===== src/hdl/command_line_tokenizer_unit_assert.svh =====
// Assertion macros for the command line tokenizer unit.
`ifndef COMMAND_LINE_TOKENIZER_UNIT_ASSERT_SVH
`define COMMAND_LINE_TOKENIZER_UNIT_ASSERT_SVH

// Same-cycle implication, sampled on clk, off while rst_n is low.
`define CLTU_CHECK(lbl, ante, cons, msg) \
  lbl: assert property (@(posedge clk) disable iff (!rst_n) (ante) |-> (cons)) \
    else $error(msg);

// Next-cycle implication, sampled on clk, off while rst_n is low.
`define CLTU_CHECK_NEXT(lbl, ante, cons, msg) \
  lbl: assert property (@(posedge clk) disable iff (!rst_n) (ante) |=> (cons)) \
    else $error(msg);

`endif


===== src/hdl/cltu_pkg.sv =====
// Types, constants and per-byte tokenizing functions of the command line tokenizer.
package cltu_pkg;

  localparam int ARG_SLOTS      = 64;
  localparam int STAGE_SLOTS    = 8;
  localparam int PIPELINE_SLOTS = 8;

  localparam int MAX_RES    = 3;
  localparam int RES_CW     = $clog2(MAX_RES + 1);
  localparam int FIFO_DEPTH = 8;
  localparam int FIFO_AW    = $clog2(FIFO_DEPTH);
  localparam int CNT_W      = FIFO_AW + 1;

  localparam int ARGC_W = 7;
  localparam int STGC_W = 4;
  localparam int PLC_W  = 4;

  localparam logic [7:0] CH_SPACE = 8'h20;
  localparam logic [7:0] CH_TAB   = 8'h09;
  localparam logic [7:0] CH_CR    = 8'h0D;
  localparam logic [7:0] CH_AMP   = 8'h26;
  localparam logic [7:0] CH_BAR   = 8'h7C;
  localparam logic [7:0] CH_SEMI  = 8'h3B;
  localparam logic [7:0] CH_LT    = 8'h3C;
  localparam logic [7:0] CH_GT    = 8'h3E;
  localparam logic [7:0] CH_DQ    = 8'h22;
  localparam logic [7:0] CH_SQ    = 8'h27;

  localparam logic [1:0] CFG_IDX_ARG      = 2'd0;
  localparam logic [1:0] CFG_IDX_STAGE    = 2'd1;
  localparam logic [1:0] CFG_IDX_PIPELINE = 2'd2;

  typedef enum logic [3:0] {
    KIND_WORD_BYTE  = 4'd0,
    KIND_WORD_END   = 4'd1,
    KIND_PIPE       = 4'd2,
    KIND_AND        = 4'd3,
    KIND_OR         = 4'd4,
    KIND_SEQ        = 4'd5,
    KIND_IN         = 4'd6,
    KIND_OUT        = 4'd7,
    KIND_APPEND     = 4'd8,
    KIND_LINE_DONE  = 4'd9,
    KIND_ERROR      = 4'd10
  } kind_t;

  typedef enum logic [2:0] {
    ERR_NONE       = 3'd0,
    ERR_ARGS       = 3'd1,
    ERR_EMPTY_PIPE = 3'd2,
    ERR_STAGES     = 3'd3,
    ERR_EMPTY_OP   = 3'd4,
    ERR_PIPELINES  = 3'd5,
    ERR_NO_FILE    = 3'd6,
    ERR_LONE_AMP   = 3'd7
  } err_t;

  typedef enum logic [1:0] {
    ROLE_ARG    = 2'd0,
    ROLE_IN     = 2'd1,
    ROLE_OUT    = 2'd2,
    ROLE_APPEND = 2'd3
  } role_t;

  typedef enum logic [2:0] {
    M_GAP   = 3'd0,
    M_WORD  = 3'd1,
    M_QUOTE = 3'd2,
    M_BAR   = 3'd3,
    M_AMP   = 3'd4,
    M_GT    = 3'd5
  } mode_t;

  typedef struct packed {
    logic [ARGC_W-1:0] arg;
    logic [STGC_W-1:0] stage;
    logic [PLC_W-1:0]  pipe;
  } limits_t;

  typedef struct packed {
    mode_t             mode;
    logic              qdbl;
    role_t             pend;
    logic [ARGC_W-1:0] argc;
    logic [STGC_W-1:0] stgc;
    logic [PLC_W-1:0]  plc;
    logic              first;
    logic              err;
  } tok_state_t;

  typedef struct packed {
    logic [3:0] kind;
    logic [7:0] ch;
    logic [1:0] role;
    logic [2:0] pidx;
    logic [2:0] sidx;
    logic [5:0] aidx;
    logic [2:0] err;
    logic [3:0] pcount;
    logic       last;
  } result_t;

  typedef struct packed {
    tok_state_t                st;
    logic [RES_CW-1:0]         n;
    result_t [MAX_RES-1:0]     res;
  } step_t;

  localparam tok_state_t STATE_RESET = '{
    mode: M_GAP, qdbl: 1'b0, pend: ROLE_ARG, argc: '0,
    stgc: STGC_W'(1), plc: PLC_W'(1), first: 1'b0, err: 1'b0
  };

  function automatic limits_t eff_limits(logic [ARGC_W-1:0] a, logic [STGC_W-1:0] s,
                                         logic [PLC_W-1:0] p);
    limits_t l;
    l.arg   = (int'(a) < ARG_SLOTS)      ? a : ARGC_W'(ARG_SLOTS);
    l.stage = (int'(s) < STAGE_SLOTS)    ? s : STGC_W'(STAGE_SLOTS);
    l.pipe  = (int'(p) < PIPELINE_SLOTS) ? p : PLC_W'(PIPELINE_SLOTS);
    return l;
  endfunction

  function automatic logic is_sep(logic [7:0] ch);
    return (ch == CH_SPACE) || (ch == CH_TAB) || (ch == CH_CR);
  endfunction

  function automatic logic is_op(logic [7:0] ch);
    return (ch == CH_BAR) || (ch == CH_LT) || (ch == CH_GT) || (ch == CH_SEMI) ||
           (ch == CH_AMP);
  endfunction

  function automatic logic is_quote(logic [7:0] ch);
    return (ch == CH_DQ) || (ch == CH_SQ);
  endfunction

  // Append one result tagged with the current pipeline and stage; drop past MAX_RES.
  function automatic step_t put(step_t c, kind_t kind, logic [7:0] ch, role_t role,
                                logic [5:0] ai, err_t code, logic [3:0] pc);
    step_t r;
    r = c;
    if (int'(c.n) < MAX_RES) begin
      r.res[c.n] = '{kind: kind, ch: ch, role: role,
                     pidx: 3'(c.st.plc - PLC_W'(1)), sidx: 3'(c.st.stgc - STGC_W'(1)),
                     aidx: ai, err: code, pcount: pc, last: 1'b0};
      r.n = c.n + RES_CW'(1);
    end
    return r;
  endfunction

  function automatic step_t fail(step_t c, err_t code);
    step_t r;
    r = put(c, KIND_ERROR, 8'd0, ROLE_ARG, 6'd0, code, 4'd0);
    r.st.err  = 1'b1;
    r.st.mode = M_GAP;
    return r;
  endfunction

  function automatic step_t word_byte(step_t c, logic [7:0] ch);
    return put(c, KIND_WORD_BYTE, ch, c.st.pend,
               (c.st.pend == ROLE_ARG) ? c.st.argc[5:0] : 6'd0, ERR_NONE, 4'd0);
  endfunction

  function automatic step_t word_end(step_t c);
    step_t r;
    r = put(c, KIND_WORD_END, 8'd0, c.st.pend,
            (c.st.pend == ROLE_ARG) ? c.st.argc[5:0] : 6'd0, ERR_NONE, 4'd0);
    if (c.st.pend == ROLE_ARG) begin
      if (c.st.stgc == STGC_W'(1)) begin
        r.st.first = 1'b1;
      end
      r.st.argc = c.st.argc + ARGC_W'(1);
    end
    r.st.pend = ROLE_ARG;
    r.st.mode = M_GAP;
    return r;
  endfunction

  function automatic step_t do_pipe(step_t c, limits_t l);
    step_t r;
    r = c;
    r.st.mode = M_GAP;
    if (r.st.pend != ROLE_ARG) begin
      r = fail(r, ERR_NO_FILE);
    end else if (r.st.argc == '0) begin
      r = fail(r, ERR_EMPTY_PIPE);
    end else if (r.st.stgc >= l.stage) begin
      r = fail(r, ERR_STAGES);
    end else begin
      r = put(r, KIND_PIPE, 8'd0, ROLE_ARG, 6'd0, ERR_NONE, 4'd0);
      r.st.stgc = r.st.stgc + STGC_W'(1);
      r.st.argc = '0;
    end
    return r;
  endfunction

  function automatic step_t do_join(step_t c, limits_t l, kind_t kind);
    step_t r;
    r = c;
    r.st.mode = M_GAP;
    if (r.st.pend != ROLE_ARG) begin
      r = fail(r, ERR_NO_FILE);
    end else if (r.st.argc == '0) begin
      r = fail(r, ERR_EMPTY_OP);
    end else if (r.st.plc >= l.pipe) begin
      r = fail(r, ERR_PIPELINES);
    end else begin
      r = put(r, kind, 8'd0, ROLE_ARG, 6'd0, ERR_NONE, 4'd0);
      r.st.plc   = r.st.plc + PLC_W'(1);
      r.st.stgc  = STGC_W'(1);
      r.st.argc  = '0;
      r.st.first = 1'b0;
    end
    return r;
  endfunction

  function automatic step_t do_redir(step_t c, role_t role, kind_t kind);
    step_t r;
    r = c;
    r.st.mode = M_GAP;
    if (r.st.pend != ROLE_ARG) begin
      r = fail(r, ERR_NO_FILE);
    end else begin
      r = put(r, kind, 8'd0, ROLE_ARG, 6'd0, ERR_NONE, 4'd0);
      r.st.pend = role;
    end
    return r;
  endfunction

  function automatic step_t gap_byte(step_t c, limits_t l, logic [7:0] ch);
    step_t r;
    r = c;
    r.st.mode = M_GAP;
    if (is_sep(ch)) begin
      r.st.mode = M_GAP;
    end else if (ch == CH_BAR) begin
      r.st.mode = M_BAR;
    end else if (ch == CH_AMP) begin
      r.st.mode = M_AMP;
    end else if (ch == CH_GT) begin
      r.st.mode = M_GT;
    end else if (ch == CH_LT) begin
      r = do_redir(r, ROLE_IN, KIND_IN);
    end else if (ch == CH_SEMI) begin
      r = do_join(r, l, KIND_SEQ);
    end else if ((r.st.pend == ROLE_ARG) && (r.st.argc >= l.arg)) begin
      r = fail(r, ERR_ARGS);
    end else if (is_quote(ch)) begin
      r.st.mode = M_QUOTE;
      r.st.qdbl = (ch == CH_DQ);
    end else begin
      r = word_byte(r, ch);
      r.st.mode = M_WORD;
    end
    return r;
  endfunction

  function automatic step_t take_byte(step_t c, limits_t l, logic [7:0] ch);
    step_t r;
    r = c;
    case (c.st.mode)
      M_WORD: begin
        if (is_sep(ch)) begin
          r = word_end(c);
        end else if (is_op(ch)) begin
          r = word_end(c);
          r = gap_byte(r, l, ch);
        end else if (is_quote(ch)) begin
          r.st.mode = M_QUOTE;
          r.st.qdbl = (ch == CH_DQ);
        end else begin
          r = word_byte(c, ch);
        end
      end
      M_QUOTE: begin
        if (ch == (c.st.qdbl ? CH_DQ : CH_SQ)) begin
          r.st.mode = M_WORD;
        end else begin
          r = word_byte(c, ch);
        end
      end
      M_BAR: begin
        if (ch == CH_BAR) begin
          r = do_join(c, l, KIND_OR);
        end else begin
          r = do_pipe(c, l);
          if (!r.st.err) begin
            r = gap_byte(r, l, ch);
          end
        end
      end
      M_AMP: begin
        r.st.mode = M_GAP;
        if (ch == CH_AMP) begin
          r = do_join(r, l, KIND_AND);
        end else begin
          r = fail(r, ERR_LONE_AMP);
        end
      end
      M_GT: begin
        if (ch == CH_GT) begin
          r = do_redir(c, ROLE_APPEND, KIND_APPEND);
        end else begin
          r = do_redir(c, ROLE_OUT, KIND_OUT);
          if (!r.st.err) begin
            r = gap_byte(r, l, ch);
          end
        end
      end
      default: begin
        r = gap_byte(c, l, ch);
      end
    endcase
    return r;
  endfunction

  function automatic step_t take_end(step_t c, limits_t l);
    step_t            r;
    logic [PLC_W-1:0] pc;
    r = c;
    if (!c.st.err) begin
      case (c.st.mode)
        M_WORD, M_QUOTE: r = word_end(c);
        M_BAR:           r = do_pipe(c, l);
        M_AMP:           r = fail(c, ERR_LONE_AMP);
        M_GT:            r = do_redir(c, ROLE_OUT, KIND_OUT);
        default:         r = c;
      endcase
      if (!r.st.err && (r.st.pend != ROLE_ARG)) begin
        r = fail(r, ERR_NO_FILE);
      end
    end
    if (r.st.err) begin
      pc = '0;
    end else if (r.st.first) begin
      pc = r.st.plc;
    end else begin
      pc = r.st.plc - PLC_W'(1);
    end
    // Back to line start first, so line done carries pipeline and stage zero.
    r.st = STATE_RESET;
    r = put(r, KIND_LINE_DONE, 8'd0, ROLE_ARG, 6'd0, ERR_NONE, pc);
    return r;
  endfunction

  // Full work for one input item: next state plus up to MAX_RES results.
  function automatic step_t tok_step(tok_state_t st, limits_t l, logic [7:0] ch,
                                     logic le);
    step_t r;
    r.st  = st;
    r.n   = '0;
    r.res = '0;
    if (le) begin
      r = take_end(r, l);
    end else if (!st.err) begin
      r = take_byte(r, l, ch);
    end
    if (r.n != '0) begin
      r.res[r.n - RES_CW'(1)].last = 1'b1;
    end
    return r;
  endfunction

endpackage


===== src/hdl/command_line_tokenizer_unit.sv =====
// Command line tokenizer unit: byte stream in, tagged word and operator requests out.
//
// Bytes of a command line enter one per request, and a request with line_end set
// closes the line. Each byte lands in an input register; when the queue has room, a
// single pass of logic works out the tokenizer state and zero to three results, which
// are written together into an 8-entry result queue. Results leave one per cycle from
// the head of that queue while out_ready is high. The unit takes one byte every cycle
// as long as the queue holds five results or fewer, so a stream that mostly makes one
// result per byte runs at one byte per cycle; bytes that make two or three results (an
// operator that closes a word, a line end after a redirection) drain at one result
// per cycle and hold the input back only when the queue holds more than five results.
// With the queue empty, the first result of a byte is presented once the byte has
// passed the input register and been written into the queue. Input ready depends on
// registered state only, never on out_ready. The three limit registers are plain
// writes on cfg_we and take effect on the next byte; write them between lines.
`include "command_line_tokenizer_unit_assert.svh"

module command_line_tokenizer_unit
  import cltu_pkg::*;
(
  input  logic        clk,
  input  logic        rst_n,

  input  logic        cfg_we,
  input  logic [1:0]  cfg_index,
  input  logic [6:0]  cfg_wdata,

  input  logic        in_valid,
  output logic        in_ready,
  input  logic [7:0]  in_byte_req,
  input  logic        in_line_end,

  output logic        out_valid,
  input  logic        out_ready,
  output logic [3:0]  out_kind,
  output logic [7:0]  out_char_out,
  output logic [1:0]  out_word_role,
  output logic [2:0]  out_pipeline_index,
  output logic [2:0]  out_stage_index,
  output logic [5:0]  out_arg_index,
  output logic [2:0]  out_error_code,
  output logic [3:0]  out_pipeline_count,
  output logic        out_last
);

  // Limit registers
  logic [ARGC_W-1:0] arg_limit_r;
  logic [STGC_W-1:0] stage_limit_r;
  logic [PLC_W-1:0]  pipeline_limit_r;
  limits_t           lim;

  // Input register
  logic              in_vld_r;
  logic [7:0]        in_byte_r;
  logic              in_le_r;
  logic              in_take;

  // Tokenizer state
  tok_state_t        st_r;
  tok_state_t        st_nxt;
  step_t             stp;
  logic              can_proc;
  logic              proc;

  // Result queue
  result_t           fifo_mem_r [FIFO_DEPTH];
  logic [FIFO_AW-1:0] wr_ptr_r;
  logic [FIFO_AW-1:0] wr_ptr_nxt;
  logic [FIFO_AW-1:0] rd_ptr_r;
  logic [FIFO_AW-1:0] rd_ptr_nxt;
  logic [CNT_W-1:0]  cnt_r;
  logic [CNT_W-1:0]  cnt_nxt;
  logic              deq;
  result_t           head;

  // Check terms
  logic              q_ptrs_ok;
  logic              counts_ok;
  logic              le_proc;

  // Clamp each limit register to its slot count.
  assign lim = eff_limits(arg_limit_r, stage_limit_r, pipeline_limit_r);

  // Process the held byte only when the queue has room for a full burst.
  assign can_proc = (cnt_r <= CNT_W'(FIFO_DEPTH - MAX_RES));
  assign proc     = in_vld_r && can_proc;
  assign in_ready = !in_vld_r || can_proc;
  assign in_take  = in_valid && in_ready;

  // One pass over the held byte: next state and the results it causes.
  assign stp    = tok_step(st_r, lim, in_byte_r, in_le_r);
  assign st_nxt = proc ? stp.st : st_r;

  // Queue bookkeeping: enqueue the burst, pop the head on each output request.
  assign out_valid  = (cnt_r != '0);
  assign deq        = out_valid && out_ready;
  assign wr_ptr_nxt = proc ? (wr_ptr_r + FIFO_AW'(stp.n)) : wr_ptr_r;
  assign rd_ptr_nxt = deq ? (rd_ptr_r + FIFO_AW'(1)) : rd_ptr_r;
  assign cnt_nxt    = cnt_r + (proc ? CNT_W'(stp.n) : CNT_W'(0)) - CNT_W'(deq);

  assign head               = fifo_mem_r[rd_ptr_r];
  assign out_kind           = head.kind;
  assign out_char_out       = head.ch;
  assign out_word_role      = head.role;
  assign out_pipeline_index = head.pidx;
  assign out_stage_index    = head.sidx;
  assign out_arg_index      = head.aidx;
  assign out_error_code     = head.err;
  assign out_pipeline_count = head.pcount;
  assign out_last           = head.last;

  // Control state
  always_ff @(posedge clk) begin
    if (!rst_n) begin
      arg_limit_r      <= ARGC_W'(64);
      stage_limit_r    <= STGC_W'(8);
      pipeline_limit_r <= PLC_W'(8);
      in_vld_r         <= 1'b0;
      st_r             <= STATE_RESET;
      wr_ptr_r         <= '0;
      rd_ptr_r         <= '0;
      cnt_r            <= '0;
    end else begin
      if (cfg_we) begin
        case (cfg_index)
          CFG_IDX_ARG:      arg_limit_r      <= cfg_wdata;
          CFG_IDX_STAGE:    stage_limit_r    <= cfg_wdata[STGC_W-1:0];
          CFG_IDX_PIPELINE: pipeline_limit_r <= cfg_wdata[PLC_W-1:0];
          default:          ;
        endcase
      end
      // Hold the byte until processed; refill in the same cycle when possible.
      if (in_take) begin
        in_vld_r <= 1'b1;
      end else if (proc) begin
        in_vld_r <= 1'b0;
      end
      st_r     <= st_nxt;
      wr_ptr_r <= wr_ptr_nxt;
      rd_ptr_r <= rd_ptr_nxt;
      cnt_r    <= cnt_nxt;
    end
  end

  // Payload: input byte and queue entries
  always_ff @(posedge clk) begin
    if (in_take) begin
      in_byte_r <= in_byte_req;
      in_le_r   <= in_line_end;
    end
    for (int i = 0; i < MAX_RES; i++) begin
      if (proc && (i < int'(stp.n))) begin
        fifo_mem_r[FIFO_AW'(wr_ptr_r + FIFO_AW'(i))] <= stp.res[i];
      end
    end
  end

  // Checks
  assign q_ptrs_ok = (cnt_r <= CNT_W'(FIFO_DEPTH)) &&
                     (FIFO_AW'(wr_ptr_r - rd_ptr_r) == cnt_r[FIFO_AW-1:0]);
  assign counts_ok = (st_r.stgc != '0) && (st_r.plc != '0) &&
                     (int'(st_r.stgc) <= STAGE_SLOTS) && (int'(st_r.plc) <= PIPELINE_SLOTS);
  assign le_proc   = proc && in_le_r;

  `CLTU_CHECK(a_fifo_ptrs, 1'b1, q_ptrs_ok, "result queue pointers disagree with count")
  `CLTU_CHECK_NEXT(a_line_end_result, le_proc, out_valid, "line end left no result queued")
  `CLTU_CHECK_NEXT(a_line_end_clears, le_proc, st_r == STATE_RESET, "state not cleared")
  `CLTU_CHECK(a_counts_bounded, 1'b1, counts_ok, "stage or pipeline count out of range")

endmodule

===== config.mk =====
export PLATFORM = sky130hd
export DESIGN_NAME = command_line_tokenizer_unit
export DESIGN_NICKNAME = d
export VERILOG_FILES = /design/src/hdl/cltu_pkg.sv /design/src/hdl/command_line_tokenizer_unit.sv
export VERILOG_INCLUDE_DIRS = /design/src /design/src/hdl
export SDC_FILE = /design/constraint.sdc
export NUM_CORES = 1
export LEC_CHECK = 0
export ABC_CLOCK_PERIOD_IN_PS = 17300
export BUFFER_PORTS_ARGS = -buffer_cell sky130_fd_sc_hd__buf_2
export CORE_ASPECT_RATIO = 1.25
export CORE_UTILIZATION = 30
export DETAILED_ROUTE_END_ITERATION = 6
export MAX_ROUTING_LAYER = met4
export PLACE_DENSITY = 0.54
export SYNTH_ARGS = -nofsm -noshare
export SYNTH_HDL_FRONTEND = slang
export SYNTH_SLANG_ARGS = --single-unit
export TNS_END_PERCENT = 50

===== constraint.sdc =====
create_clock -name clk -period 17.3 [get_ports clk]
set_input_delay 1.73 -clock clk [delete_from_list [all_inputs] [get_ports clk]]
set_output_delay 1.73 -clock clk [all_outputs]
set_load 0.01 [all_outputs]

==> flow_metrics.env <==
export IMPL_grt_max_degree=69
export IMPL_fmax_mhz=143.4
export IMPL_placed_area_um2=21560
export IMPL_num_vias=16940
export IMPL_r2r_start="st_r[6]"
export IMPL_power_density_nw_per_um2=101.2
export IMPL_cts_tree="done"
export IMPL_clockRootBuffer="clkbuf_16"
export IMPL_p_leak_nw=7.477
export IMPL_synth_nets=2040
export IMPL_start_util_pct=30.52
export IMPL_cts_setup_buffers=0
export IMPL_met2_length_um=38160
export IMPL_post_cts_resized=0
export IMPL_fin_tns_setup_ps=0
export IMPL_final_util_pct=34.37
export IMPL_hold_violations=0
export IMPL_arrival_ps=7200
export IMPL_stdcell_count=2867
export IMPL_final_period_utilization_pct=40.32
export IMPL_cp_max_fo=22
export IMPL_syn_area_um2=20170
export IMPL_ys_ff_latch=333
export IMPL_skew_ps=26.79
export IMPL_drc_errors=2
export IMPL_drive_gt1_share_pct=17.45
export IMPL_synth_edf_count=281
export IMPL_numCtsBuffers=36
export IMPL_grt_pass1_wl_um=111300
export IMPL_ios=59
export IMPL_endpoint_kind="register"
export IMPL_avgSynthCellArea_um2=10.26
export IMPL_clk_insertion_delay_late_ps=560
export IMPL_top_layer_used="met4"
export IMPL_required_ps=17520
export IMPL_setup_viol=0
export IMPL_drtAntennaViolNets=0
export IMPL_ir_drop_mv=0.08063
export IMPL_synth_top_cells_by_area="edfxtp_1 42%, mux4_2 7.6%, dfxtp_1 5.2%, nand2_1 4.3%, nor2_1 3.9%"
export IMPL_clk_pin_slew_worst_paths_ps=70
export IMPL_clock_sinks=333
export IMPL_grt_antenna_before_repair=0
export IMPL_placed_cells=2802
export IMPL_hp_class="register to register"
export IMPL_core_area_um2=66080
export IMPL_synth_top_area_share_pct=41.84
export IMPL_final_cell_area_um2=22710
export IMPL_viasPerCell=5.909
export IMPL_drt_total_wl_um=75570
export IMPL_syn_to_final_growth_pct=12.62
export IMPL_dp_hpwl_um=53440
export IMPL_synth_cell_type_count=107
export IMPL_n_fill_cell=6572
export IMPL_htree_levels=2
export IMPL_overflow=0
export IMPL_finalMaxSlewViolations=0
export IMPL_rsz0062_at_grt="no"
export IMPL_met3_length_um=4998
export IMPL_reg2reg_slack_ps=10320
export IMPL_status="complete, but fails checks"
export IMPL_synth_seq_area_share_pct=47.01
export IMPL_fp_dieW_um=233.9
export IMPL_synthTopCellsByCount="281 x edfxtp_1, 230 x nand2_1, 212 x nor2_1"
export IMPL_wl_per_cell_um=26.36
export IMPL_synth_most_common_cell="edfxtp_1"
export IMPL_io_buffers=58
export IMPL_die_area_um2=68270
export IMPL_grt_pass1_vias=16860
export IMPL_dr_pass1_iters=7
export IMPL_drv_cap=0
export IMPL_start_kind="register"
export IMPL_period_needed_ps=6975
export IMPL_critical_path_class="register to register"
export IMPL_ys_warn_count=0
export IMPL_nNetsFinal=2059
export IMPL_ys_flop_type="edfxtp_1"
export IMPL_hold_depth=2
export IMPL_cts_buffer_depth=3
export IMPL_drtIter0Drc=1930
export IMPL_post_synth_top_area_cell="edfxtp_1"
export IMPL_slew_headroom_pct=18.63
export IMPL_wl_met1_um=28100
export IMPL_failed_checks="design-rule violations"
export IMPL_ys_async_sr_fraction_pct=0
export IMPL_cp_startpoint="st_r[6]"
export IMPL_synthCells=1965
export IMPL_rr_worst_depth=18
export IMPL_rows=105
export IMPL_routabilityCongestion=0.9763
export IMPL_track_usage_pct=22.75
export IMPL_n_antenna_cell=0
export IMPL_hp_start="pipeline_limit_r[0]"
export IMPL_worst_pin_slew_ps=1210
export IMPL_die_h_um=291.9
export IMPL_hold_buffers=0
through the flow:
step | setup WS, ps | power [mW] | hold WS, ps
finish | 10320 | 2.297 | 494.5
global route | 9982 | 2.391 | 517.3
CTS | 10470 | 2.322 | 494.1
detailed placement | 10510 | 1.548 | 479.7
global placement | 10740 | 1.544 | 454.4
floorplan | 10010 | 1.349 | 452.0
worst paths after layout:
kind	to
min	pipeline_limit_r[0]
max reg2reg	fifo_mem_r[7][7]
max	fifo_mem_r[7][7]
min reg2reg	pipeline_limit_r[0]
critical path, cell delays in order (launching register included):
cell and delay (ps):
dfxtp_1 480, inv_1 180, ha_1 320, nand2b_4 150
a2111oi_4 530, or2_2 260, nor2_1 70, nor2_1 320
nor2b_1 90, ha_1 320, a211oi_1 240, a211oi_1 130
a211oi_1 590, o21ai_1 180, a41o_1 520, nor3_1 640
a21oi_1 350, o31ai_4 770, buf_4 460
flip-flops by register name, summed over array words and instances, names as in the netlist, named ones only:
signal / count
wr_ptr_r: 3
arg_limit_r: 7
pipeline_limit_r: 4
st_r: 23
rd_ptr_r: 3
fifo_mem_r: 272
cnt_r: 4
stage_limit_r: 4
in_byte_r: 8
in_vld_r: 1
in_le_r: 1
report_power, final:
part / total, mW / switching, mW / internal [mW] / leakage (nW)
logic: 0.555 / 0.311 / 0.244 / 3.88
registers: 0.969 / 0.0523 / 0.917 / 3.03
clock network: 0.773 / 0.340 / 0.433 / 0.563
placed cells by master (no fill, tap or decap), drive strengths merged, types with 8 or more instances in the layout:
master and n:
xnor2 18, edfxtp 281, buf 116, o31ai 15, a21o 9, o211ai 21
dfxtp 52, nand4 14, and3 8, or2 8, or4 13, a211oi 43
nor3 79, nor2b 14, ha 50, xor2 9, nand3 32, a31oi 19
nand2b 19, o221ai 10, mux2i 23, nor2 213, mux2 34, o21ai 172
o22ai 16, a21oi 146, clkinv 19, o21a 9, or3 10, clkbuf 41
and2 14, inv 36, nand2 232, a211o 10, nor4 25, nor3b 8
mux4 68
final cells by class:
type	instances	area (um2)	area share [%]
Timing Repair Buffer	116	725.7	3.195
Sequential cell	333	9485	41.77
Clock buffer	41	919.6	4.049
Multi-Input combinational cell	1461	10140	44.66
Clock inverter	24	230.2	1.014
Inverter	36	135.1	0.5950
Tap cell	856	1071	4.716
per-layer routing:
layer / vias to the layer above / GRT usage [%]
met5: - / -
met4: 0 / 11.99
met3: 251 / 3.135
met2: 810 / 38.39
met1: 8349 / 25.99
li1: 7530 / -
logic make-up after synthesis:
logic type,Yosys count,share of synthesized area [%]
buf+inv,171,3.468
compound gates,541,17.19
mux,125,10.63
flops,333,47.01
simple gates,716,17.23
fa+ha+maj,52,3.301
xor+xnor,27,1.173
No activity file was read; power rests on OpenSTA's default activity.
